### src/hdl/prd_pkg.sv
package prd_pkg;

    localparam int MAX_TASKS_DEF = 16;

    localparam logic [15:0] QUANTUM_RST = 16'd10;
    localparam logic [19:0] TIME_MAX    = 20'hFFFFF;
    localparam logic [23:0] SUM_MAX     = 24'hFFFFFF;

    localparam logic [1:0] OP_ADD      = 2'd0;
    localparam logic [1:0] OP_DISPATCH = 2'd1;
    localparam logic [1:0] OP_CLEAR    = 2'd2;

    localparam logic [1:0] ST_OK    = 2'd0;
    localparam logic [1:0] ST_FULL  = 2'd1;
    localparam logic [1:0] ST_EMPTY = 2'd2;

    typedef enum logic [2:0] {
        S_IDLE,
        S_LEVEL,
        S_PICK,
        S_GRANT,
        S_FINISH,
        S_REPORT
    } state_t;

    typedef struct packed {
        logic [1:0]  operation;
        logic [7:0]  task_id;
        logic [3:0]  task_priority;
        logic [15:0] task_burst;
    } cmd_t;

    typedef struct packed {
        logic [1:0]  status;
        logic [7:0]  granted_id;
        logic [15:0] slice_length;
        logic [19:0] slice_start;
        logic        task_finished;
        logic        all_done;
        logic [23:0] wait_sum;
        logic [23:0] turnaround_sum;
        logic [23:0] response_sum;
        logic [4:0]  tasks_held;
    } result_t;

    typedef struct packed {
        logic [7:0]  id;
        logic [3:0]  prio;
        logic [15:0] rem;
        logic [15:0] orig;
        logic        started;
        logic        valid;
    } slot_t;

    // Ripple signals handed from one cell to the next
    typedef struct packed {
        logic       keep;
        logic       found;
        logic [3:0] lvl;
        logic       ge;
        logic       any;
        logic       m1;
        logic       m2;
    } link_t;

    typedef struct packed {
        logic insert;
        logic clear;
        logic pick;
        logic grant;
    } ctrl_t;

endpackage

### src/hdl/prd_cell.sv
module prd_cell #(
    parameter int IDX  = 0,
    parameter int CNTW = 5
) (
    input  logic              clk,
    input  logic              rst_n,
    input  prd_pkg::ctrl_t    ctrl,
    input  prd_pkg::slot_t    new_task,
    input  prd_pkg::slot_t    prev_slot,
    input  prd_pkg::link_t    link_in,
    output prd_pkg::link_t    link_out,
    input  logic [3:0]        lvl,
    input  logic [CNTW-1:0]   cursor,
    input  logic              ge_found,
    input  logic [15:0]       len,
    output prd_pkg::slot_t    slot,
    output logic              sel
);

    logic [7:0]  id_reg;
    logic [3:0]  prio_reg;
    logic [15:0] rem_reg;
    logic [15:0] orig_reg;
    logic        started_reg;
    logic        valid_reg;
    logic        sel_reg;
    logic        keep;
    logic        take_new;
    logic        active;
    logic        inlvl;
    logic        cand;
    logic        ge;
    logic        pick_me;

    assign keep     = valid_reg && (prio_reg >= new_task.prio);
    assign take_new = !keep && link_in.keep;
    assign active   = valid_reg && (rem_reg != 16'd0);
    assign inlvl    = valid_reg && (prio_reg == lvl);
    assign cand     = active && inlvl;
    assign ge       = cand && (CNTW'(IDX) >= cursor);
    assign pick_me  = ge_found ? (ge && !link_in.ge) : (cand && !link_in.any);

    always_comb
    begin
        link_out.keep  = keep;
        link_out.found = link_in.found || active;
        link_out.lvl   = (!link_in.found && active) ? prio_reg : link_in.lvl;
        link_out.ge    = link_in.ge || ge;
        link_out.any   = link_in.any || cand;
        link_out.m1    = link_in.m1 || inlvl;
        link_out.m2    = link_in.m2 || (link_in.m1 && inlvl);
    end

    // Payload: no reset needed
    always_ff @(posedge clk)
    begin
        if (ctrl.insert && !keep)
        begin
            id_reg   <= take_new ? new_task.id   : prev_slot.id;
            prio_reg <= take_new ? new_task.prio : prev_slot.prio;
            rem_reg  <= take_new ? new_task.rem  : prev_slot.rem;
            orig_reg <= take_new ? new_task.orig : prev_slot.orig;
        end
        else if (ctrl.grant && sel_reg)
        begin
            rem_reg <= rem_reg - len;
        end
    end

    always_ff @(posedge clk or negedge rst_n)
    begin
        if (!rst_n)
        begin
            valid_reg   <= 1'b0;
            started_reg <= 1'b0;
            sel_reg     <= 1'b0;
        end
        else
        begin
            if (ctrl.clear)
            begin
                valid_reg   <= 1'b0;
                started_reg <= 1'b0;
            end
            else if (ctrl.insert && !keep)
            begin
                valid_reg   <= take_new ? 1'b1 : prev_slot.valid;
                started_reg <= take_new ? 1'b0 : prev_slot.started;
            end
            else if (ctrl.grant && sel_reg)
            begin
                started_reg <= 1'b1;
            end
            if (ctrl.pick)
            begin
                sel_reg <= pick_me;
            end
        end
    end

    always_comb
    begin
        slot.id      = id_reg;
        slot.prio    = prio_reg;
        slot.rem     = rem_reg;
        slot.orig    = orig_reg;
        slot.started = started_reg;
        slot.valid   = valid_reg;
    end

    assign sel = sel_reg;

endmodule

### src/hdl/priority_round_robin_dispatcher.sv
// Channel   Handshake            Word                        Notes
// command   start / busy         cmd (prd_pkg::cmd_t)        taken when start && !busy
// result    done                 result (prd_pkg::result_t)  one cycle, cannot stall
// config    cfg_we               cfg_wdata (quantum)         written at once, no read-back
//
// Add, clear and unused commands go straight to report and return their word;
// dispatch runs level search, round robin pick, grant, sum update and report
// in turn. A dispatch that finds no work skips from level search to report.
// Reset clears the table, time, sums and cursor and sets quantum to 10.
// busy is high from the cycle after acceptance until the result cycle, so the
// next command can be taken at the edge that ends the result word.
module priority_round_robin_dispatcher #(
    parameter int MAX_TASKS = prd_pkg::MAX_TASKS_DEF
) (
    input  logic             clk,
    input  logic             rst_n,
    input  logic             start,
    output logic             busy,
    input  prd_pkg::cmd_t    cmd,
    output logic             done,
    output prd_pkg::result_t result,
    input  logic             cfg_we,
    input  logic [15:0]      cfg_wdata
);

    localparam int IDXW = $clog2(MAX_TASKS);
    localparam int CNTW = $clog2(MAX_TASKS + 1);

    prd_pkg::state_t  state_reg, state_next;
    prd_pkg::ctrl_t   ctrl;
    prd_pkg::slot_t   new_task;
    prd_pkg::slot_t   slots [MAX_TASKS];
    prd_pkg::link_t   links [MAX_TASKS + 1];
    prd_pkg::slot_t   pick_slot;
    prd_pkg::result_t result_reg;

    logic [MAX_TASKS-1:0] keep_vec;
    logic [MAX_TASKS-1:0] sel_vec;
    logic [CNTW-1:0]      total_reg;
    logic [CNTW-1:0]      cursor_reg;
    logic [CNTW-1:0]      pick_idx;
    logic [15:0]          quantum_reg;
    logic [15:0]          q_eff;
    logic [15:0]          len;
    logic [19:0]          now_reg;
    logic [23:0]          wait_reg, turn_reg, resp_reg;
    logic [3:0]           lvl_reg;
    logic                 gt1_reg;
    logic                 done_reg;
    logic                 accept;
    logic                 full;
    logic                 p_below;
    logic [1:0]           status_reg;
    logic [7:0]           gid_reg;
    logic [15:0]          glen_reg;
    logic [19:0]          gstart_reg;
    logic [15:0]          orig_reg;
    logic                 gfin_reg;
    logic [20:0]          now_sum;
    logic [24:0]          resp_sum;
    logic [19:0]          wait_one;
    logic [24:0]          wait_add;
    logic [24:0]          turn_add;

    assign accept = start && (state_reg == prd_pkg::S_IDLE);
    assign full   = (total_reg >= CNTW'(MAX_TASKS));

    // Insertion point lies below the cursor when the slot just under it is not kept
    assign p_below = (cursor_reg != '0) && !keep_vec[IDXW'(cursor_reg - CNTW'(1))];

    always_comb
    begin
        new_task.id      = cmd.task_id;
        new_task.prio    = cmd.task_priority;
        new_task.rem     = cmd.task_burst;
        new_task.orig    = cmd.task_burst;
        new_task.started = 1'b0;
        new_task.valid   = 1'b1;
    end

    assign links[0] = '{keep: 1'b1, found: 1'b0, lvl: 4'd0, ge: 1'b0,
                        any: 1'b0, m1: 1'b0, m2: 1'b0};

    for (genvar i = 0; i < MAX_TASKS; i++)
    begin : g_cell
        prd_cell #(
            .IDX  (i),
            .CNTW (CNTW)
        ) u_cell (
            .clk       (clk),
            .rst_n     (rst_n),
            .ctrl      (ctrl),
            .new_task  (new_task),
            .prev_slot ((i == 0) ? '0 : slots[(i == 0) ? 0 : i - 1]),
            .link_in   (links[i]),
            .link_out  (links[i+1]),
            .lvl       (lvl_reg),
            .cursor    (cursor_reg),
            .ge_found  (links[MAX_TASKS].ge),
            .len       (len),
            .slot      (slots[i]),
            .sel       (sel_vec[i])
        );
        assign keep_vec[i] = links[i+1].keep;
    end

    // Gather the selected slot and its index
    always_comb
    begin
        pick_slot = '0;
        pick_idx  = '0;
        for (int i = 0; i < MAX_TASKS; i++)
        begin
            if (sel_vec[i])
            begin
                pick_slot = pick_slot | slots[i];
                pick_idx  = pick_idx | CNTW'(i);
            end
        end
    end

    assign q_eff    = (quantum_reg == 16'd0) ? 16'd1 : quantum_reg;
    assign len      = (gt1_reg && (pick_slot.rem > q_eff)) ? q_eff : pick_slot.rem;
    assign now_sum  = {1'b0, now_reg} + {5'd0, len};
    assign resp_sum = {1'b0, resp_reg} + {5'd0, now_reg};
    assign wait_one = (now_reg > {4'd0, orig_reg}) ? (now_reg - {4'd0, orig_reg}) : 20'd0;
    assign wait_add = {1'b0, wait_reg} + {5'd0, wait_one};
    assign turn_add = {1'b0, turn_reg} + {5'd0, now_reg};

    // Next state
    always_comb
    begin
        state_next = state_reg;
        case (state_reg)
            prd_pkg::S_IDLE:
            begin
                if (accept)
                    state_next = (cmd.operation == prd_pkg::OP_DISPATCH) ?
                                 prd_pkg::S_LEVEL : prd_pkg::S_REPORT;
            end
            prd_pkg::S_LEVEL:
                state_next = links[MAX_TASKS].found ? prd_pkg::S_PICK : prd_pkg::S_REPORT;
            prd_pkg::S_PICK:   state_next = prd_pkg::S_GRANT;
            prd_pkg::S_GRANT:  state_next = prd_pkg::S_FINISH;
            prd_pkg::S_FINISH: state_next = prd_pkg::S_REPORT;
            prd_pkg::S_REPORT: state_next = prd_pkg::S_IDLE;
            default:           state_next = prd_pkg::S_IDLE;
        endcase
    end

    // Cell controls
    always_comb
    begin
        ctrl   = '0;
        busy   = 1'b1;
        case (state_reg)
            prd_pkg::S_IDLE:
            begin
                busy        = 1'b0;
                ctrl.insert = accept && (cmd.operation == prd_pkg::OP_ADD) && !full;
                ctrl.clear  = accept && (cmd.operation == prd_pkg::OP_CLEAR);
            end
            prd_pkg::S_PICK:  ctrl.pick  = 1'b1;
            prd_pkg::S_GRANT: ctrl.grant = 1'b1;
            default:          ctrl = '0;
        endcase
    end

    always_ff @(posedge clk or negedge rst_n)
    begin
        if (!rst_n)
        begin
            state_reg   <= prd_pkg::S_IDLE;
            quantum_reg <= prd_pkg::QUANTUM_RST;
            total_reg   <= '0;
            cursor_reg  <= '0;
            now_reg     <= '0;
            wait_reg    <= '0;
            turn_reg    <= '0;
            resp_reg    <= '0;
            done_reg    <= 1'b0;
        end
        else
        begin
            state_reg <= state_next;
            done_reg  <= (state_reg == prd_pkg::S_REPORT);
            if (cfg_we)
                quantum_reg <= cfg_wdata;
            if (ctrl.insert)
            begin
                total_reg <= total_reg + CNTW'(1);
                if (p_below)
                    cursor_reg <= cursor_reg + CNTW'(1);
            end
            if (ctrl.clear)
            begin
                total_reg  <= '0;
                cursor_reg <= '0;
                now_reg    <= '0;
                wait_reg   <= '0;
                turn_reg   <= '0;
                resp_reg   <= '0;
            end
            if (ctrl.grant)
            begin
                // Advance time and take the first-run response
                now_reg    <= now_sum[20] ? prd_pkg::TIME_MAX : now_sum[19:0];
                cursor_reg <= pick_idx + CNTW'(1);
                if (!pick_slot.started)
                    resp_reg <= resp_sum[24] ? prd_pkg::SUM_MAX : resp_sum[23:0];
            end
            if ((state_reg == prd_pkg::S_FINISH) && gfin_reg)
            begin
                wait_reg <= wait_add[24] ? prd_pkg::SUM_MAX : wait_add[23:0];
                turn_reg <= turn_add[24] ? prd_pkg::SUM_MAX : turn_add[23:0];
            end
        end
    end

    // Grant word and result payload
    always_ff @(posedge clk)
    begin
        if (accept)
        begin
            status_reg <= (cmd.operation == prd_pkg::OP_ADD && full) ?
                          prd_pkg::ST_FULL : prd_pkg::ST_OK;
            gid_reg    <= '0;
            glen_reg   <= '0;
            gstart_reg <= '0;
            gfin_reg   <= 1'b0;
        end
        if (state_reg == prd_pkg::S_LEVEL)
        begin
            lvl_reg <= links[MAX_TASKS].lvl;
            if (!links[MAX_TASKS].found)
                status_reg <= prd_pkg::ST_EMPTY;
        end
        if (state_reg == prd_pkg::S_PICK)
            gt1_reg <= links[MAX_TASKS].m2;
        if (ctrl.grant)
        begin
            gid_reg    <= pick_slot.id;
            glen_reg   <= len;
            gstart_reg <= now_reg;
            orig_reg   <= pick_slot.orig;
            gfin_reg   <= (pick_slot.rem == len);
        end
        if (state_reg == prd_pkg::S_REPORT)
        begin
            result_reg.status         <= status_reg;
            result_reg.granted_id     <= gid_reg;
            result_reg.slice_length   <= glen_reg;
            result_reg.slice_start    <= gstart_reg;
            result_reg.task_finished  <= gfin_reg;
            result_reg.all_done       <= !links[MAX_TASKS].found;
            result_reg.wait_sum       <= wait_reg;
            result_reg.turnaround_sum <= turn_reg;
            result_reg.response_sum   <= resp_reg;
            result_reg.tasks_held     <= 5'(total_reg);
        end
    end

    assign done   = done_reg;
    assign result = result_reg;

endmodule
### config.mk
export PLATFORM = sky130hd
export DESIGN_NAME = priority_round_robin_dispatcher
export DESIGN_NICKNAME = d
export VERILOG_FILES = /design/src/hdl/prd_pkg.sv /design/src/hdl/prd_cell.sv /design/src/hdl/priority_round_robin_dispatcher.sv
export SDC_FILE = /design/constraint.sdc
export NUM_CORES = 2
export LEC_CHECK = 0
export BUFFER_PORTS_ARGS = -buffer_cell sky130_fd_sc_hd__buf_2
export CORE_ASPECT_RATIO = 2
export CORE_MARGIN = 2
export CORE_UTILIZATION = 60
export DETAILED_ROUTE_END_ITERATION = 12
export PLACE_DENSITY = 0.88
export SETUP_SLACK_MARGIN = 0.5
export SLEW_MARGIN = 20
export SYNTH_ARGS = -nofsm -noshare
export SYNTH_HDL_FRONTEND = slang
export SYNTH_SLANG_ARGS = --single-unit
### constraint.sdc
create_clock -name clk -period 13.23 [get_ports clk]
set_input_delay 1.9845 -clock clk [delete_from_list [all_inputs] [get_ports clk]]
set_output_delay 1.9845 -clock clk [all_outputs]
set_load 0.005 [all_outputs]
==> impl_metrics.tcl, run 1 <==
set metrics [dict create \
    toolErrorMsg "[ERROR GRT-0116] Global routing finished with congestion. Check the congestion regions in the DRC Viewer." \
    cts.path.max_buffers 3 \
    ys_warn_count 0 \
    initial_core_util_pct 60.5 \
    synth-seq-cells 1067 \
    yosysSeqAreaShare_pct 46.4 \
    cts_hold_buf 0 \
    avgSynthCellArea_um2 9.47 \
    port_buffers 176 \
    overflow 44 \
    synthesis.nets 7576 \
    grt_max_degree 73 \
    ys_types 88 \
    synthArstFlopShare_pct 15.9 \
    synth_ff_type "edfxtp_1" \
    numCtsBuffers 97 \
    num_rows 173 \
    syn_area_um2 67100 \
    routabilityCongestion 1.24 \
    synthCells 7087 \
    postCtsSetupBuffers 0 \
    grt_pass1_vias 69600 \
    root_buffer "clkbuf_16" \
    flow.stopped_at "global routing" \
    grt_pass1_wl_um 565000 \
    synth_edf_count 895 \
    io_pins 177 \
    postCtsResizedCells 0 \
    grt_use_total_pct 70.8 \
    die_x_um 241 \
    die_y_um 477 \
    htree_levels 3 \
    place_ws_ns 4.69 \
    clock_sinks 1067 \
    place_hpwl_um 254000 \
    status "stopped before the end" \
]
==> per-layer routing <==
layer	global-route usage [%]	GRT overflow
met5	14.4	0
met3	49.3	2
met1	72.4	0
met4	71.7	23
met2	89.9	19
==> synthesized netlist by cell type (9+ instances only) <==
| master | n | area share, % |
|---|---|---|
| a21oi_1 | 373 | 2.8 |
| a41oi_1 | 14 | 0.18 |
| a221oi_1 | 123 | 1.6 |
| or2_2 | 15 | 0.14 |
| o31a_1 | 9 | 0.12 |
| a22o_1 | 116 | 1.5 |
| a22oi_1 | 121 | 1.4 |
| clkbuf_1 | 315 | 1.8 |
| nand4_1 | 70 | 0.65 |
| nor2b_1 | 55 | 0.51 |
| and3_1 | 78 | 0.73 |
| a211o_1 | 26 | 0.34 |
| buf_1 | 32 | 0.18 |
| or4_1 | 9 | 0.10 |
| o41ai_1 | 31 | 0.40 |
| a31oi_1 | 216 | 2.0 |
| nand2_1 | 1539 | 8.6 |
| dfrtp_1 | 168 | 6.3 |
| xnor2_1 | 175 | 2.3 |
| o31ai_1 | 23 | 0.26 |
| a21o_1 | 76 | 0.85 |
| nor2_1 | 531 | 3.0 |
| fa_1 | 21 | 0.63 |
| inv_1 | 183 | 1.0 |
| mux2i_1 | 50 | 0.75 |
| xor2_1 | 186 | 2.4 |
| nand3b_1 | 14 | 0.16 |
| nand3_1 | 111 | 0.83 |
| o21ai_0 | 330 | 2.5 |
| o2111ai_1 | 15 | 0.20 |
| ha_1 | 418 | 7.8 |
| mux2_2 | 62 | 1.0 |
| edfxtp_1 | 895 | 40 |
| nor3_1 | 136 | 1.0 |
| a211oi_1 | 40 | 0.45 |
| o21bai_1 | 13 | 0.15 |
| o211ai_1 | 21 | 0.23 |
| o21a_1 | 63 | 0.70 |
| and2_1 | 72 | 0.67 |
| or3_1 | 45 | 0.42 |
| nand2b_1 | 67 | 0.62 |
| nor3b_1 | 12 | 0.13 |
| nor4_1 | 97 | 0.90 |
==> per-stage QoR <==
stage / std cells / cell area [µm²]
2_1_floorplan: 7087 / 67100
3_3_place_gp: 8549 / 70000
3_5_place_dp: 8550 / 70000
4_1_cts: 8734 / 73500
==> logic make-up after synthesis <==
kind of cell               after synthesis  share of synthesized area (%)
buffers and inverters                  539                           3.02
DFF                                   1067                           46.4
muxes                                  116                           1.92
and+or+nand+nor                       2889                           19.0
xor gates and xnor gates               361                           4.71
adders and majority gates              440                           8.43
AOI/OAI and AO/OA                     1675                           16.5
==> run 2: changes to the inputs <==
--- a/config.mk
+++ b/config.mk
@@ -6,12 +6,10 @@
 export NUM_CORES = 2
 export LEC_CHECK = 0
 export BUFFER_PORTS_ARGS = -buffer_cell sky130_fd_sc_hd__buf_2
-export CORE_ASPECT_RATIO = 2
 export CORE_MARGIN = 2
-export CORE_UTILIZATION = 60
+export CORE_UTILIZATION = 40
 export DETAILED_ROUTE_END_ITERATION = 12
-export PLACE_DENSITY = 0.88
-export SETUP_SLACK_MARGIN = 0.5
+export PLACE_DENSITY_LB_ADDON = 0.15
 export SLEW_MARGIN = 20
 export SYNTH_ARGS = -nofsm -noshare
 export SYNTH_HDL_FRONTEND = slang
==> run 2 against run 1 <==
Against the previous run:
- the run now ends clean
- synthesized area unchanged
- synthesized cell count stayed put
==> impl_metrics.tcl, run 2 <==
set metrics [dict create \
    arrival_ns 9.66 \
    routabilityCongestion 1.05 \
    die_x_um 414 \
    met2_length_um 132000 \
    synth_ff_type "edfxtp_1" \
    fmax_mhz 112 \
    grt_max_degree 79 \
    tightest_slew_ns 1.20 \
    synthTopCellsByArea "edfxtp_1 40%, nand2_1 8.6%, ha_1 7.8%" \
    synth_top_cell_area_share_pct 40.0 \
    yosysTopAreaCell "edfxtp_1" \
    via_count 61600 \
    finalHoldViolCount 0 \
    setup_ws_ns 4.32 \
    syn2layout_area_growth_pct 12.2 \
    clk_pin_slew_ns 0.06 \
    status "completed" \
    r2r-end "now_reg[3]" \
    clock_skew_ns 0.0367 \
    yosysSeqAreaShare_pct 46.4 \
    grt_pass1_wl_um 439000 \
    hold_path.class "flop to flop" \
    postCtsSetupBuffers 0 \
    final_net_count 7672 \
    fin_setup_tns_ns 0 \
    root_buffer "clkbuf_16" \
    port_buffers 176 \
    insertion_delay_ns 0.83 \
    maxCapViolations 0 \
    most-common-layout-cells "1527 x nand2_1, 895 x edfxtp_1, 515 x nor2_1" \
    wl_um 320000 \
    synth-seq-cells 1067 \
    numCtsBuffers 132 \
    period_needed_ns 8.91 \
    synthesis.nets 7576 \
    drt_first_pass_iters 7 \
    synthCells 7087 \
    period_share_pct 67.3 \
    synth_edf_count 895 \
    timing.rr.start "g_cell[2].u_cell.sel" \
    ff2ff_setup_slack_ns 4.32 \
    htree_levels 4 \
    clock_sinks 1067 \
    min_delay_path_depth 0 \
    io_pins 177 \
    hold_slack_ns 0.414 \
    path_max_fanout 25 \
    postCtsResizedCells 0 \
    grt_pass1_vias 56500 \
    synthArstFlopShare_pct 15.9 \
    core-area_um2 167000 \
    place_hpwl_um 228000 \
    initial_core_util_pct 40.2 \
    final_max_slew_viol_count 0 \
    final_common_cell "nand2_1" \
    n_fill_cell 16100 \
    top_layer "met5" \
    multi_input_area_um2 34300 \
    synth_common_cells "1539 x nand2_1, 895 x edfxtp_1, 531 x nor2_1" \
    regArea_um2 31200 \
    cp-end-kind "flop" \
    min_from "gstart_reg[3]" \
    first_iter_violations 9126 \
    rr_worst_depth 27 \
    ys_types 88 \
    grt_use_total_pct 36.5 \
    rsz0062_at_grt "no" \
    cts.path.max_buffers 3 \
    vias_per_cell 6.47 \
    crit_required_ns 13.98 \
    cts_tree "yes" \
    crit_type "flop to flop" \
    drc 0 \
    fin_util_pct 45.1 \
    slew_headroom_pct 19.4 \
    min_to "result[82]" \
    dieArea_um2 171000 \
    syn_area_um2 67100 \
    die_y_um 414 \
    ant_nets 0 \
    ys_warn_count 0 \
    wire_per_inst_um 33.6 \
    place_ws_ns 4.60 \
    setup_viol_count_final 0 \
    num_rows 150 \
    wl_met1_um 127000 \
    avgSynthCellArea_um2 9.47 \
    wl_met3_um 42300 \
    antenna_found_initial 28 \
    critPathLaunchType "flop" \
    cts_hold_buf 0 \
    drive_gt1_share_pct 9.69 \
    yosysMostFrequentCell "nand2_1" \
    overflow 0 \
]
==> run 2: cell families (layout without fill, tap and decap cells) <==
logic type | count (synthesis) | count (layout) | share of synthesized area [%]
and+or+nand+nor | 2889 | 2889 | 19.0
DFF | 1067 | 1067 | 46.4
AOI/OAI and AO/OA | 1675 | 1675 | 16.5
xor gates and xnor gates | 361 | 361 | 4.71
buffers and inverters | 539 | 745 | 3.02
muxes | 116 | 116 | 1.92
adders and majority gates | 440 | 440 | 8.43
other | 0 | 19 | 0
==> run 2: per-layer routing <==
metal,vias to the layer above,global-route usage [%]
li1,26300,-
met1,30200,48.8
met2,4285,51.9
met3,750,12.6
met4,26,18.9
met5,-,0
==> run 2: worst max-delay path by stage <==
stage	start	endpoint	slack [ns]	depth (start not counted)
final	g_cell[2].u_cell.sel	now_reg[3]	4.32	27
after global routing	g_cell[2].u_cell.sel	now_reg[6]	3.86	27
after CTS	g_cell[2].u_cell.sel	now_reg[3]	4.57	27
after detailed placement	g_cell[2].u_cell.sel	now_reg[3]	4.60	27
after global placement	g_cell[2].u_cell.sel	now_reg[6]	4.57	27
after floorplan	state_reg[1]	done	2.35	3
==> run 2: cell type report <==
type | instances | share of cell area (%)
inverters | 186 | 0.927
clock inverters | 81 | 1.19
diodes | 19 | 0.0631
clock buffers | 163 | 4.64
well taps | 2204 | 3.66
repair buffers | 315 | 2.57
multi-input cells | 5481 | 45.6
flip-flops and latches | 1067 | 41.4
==> run 2: through the flow <==
step | area, µm² | cells
global placement | 70900 | 9253
floorplan | 67100 | 7087
detailed placement | 70900 | 9253
global route | 75300 | 9499
finish | 75300 | 9516
CTS | 75300 | 9497
==> run 2: critical path, cell delays in order (launching register included) <==
cell and delay (ns):
dfrtp_2 0.63, buf_4 0.40, a22o_1 0.27, a221oi_1 0.21, nand3_1 0.21, nor2_1 0.62, inv_1 0.11, ha_1 0.32
nand4_1 0.08, or2_2 0.29, o41ai_1 0.45, inv_1 0.10, a22oi_2 0.82, buf_4 0.47, nand2_1 0.15, o21ai_4 0.09
buf_4 0.51, inv_1 0.20, ha_1 0.39, o21a_1 0.14, o21ai_0 0.09, a21boi_0 0.35, a41oi_1 0.21, a211o_1 0.34
o21ai_0 0.47, nor2b_1 0.56, o21ai_0 0.20, nand2_1 0.09
Power of run 2 is not shown: default switching activity piles up to over one toggle a cycle in this logic, so the estimate is an artifact.
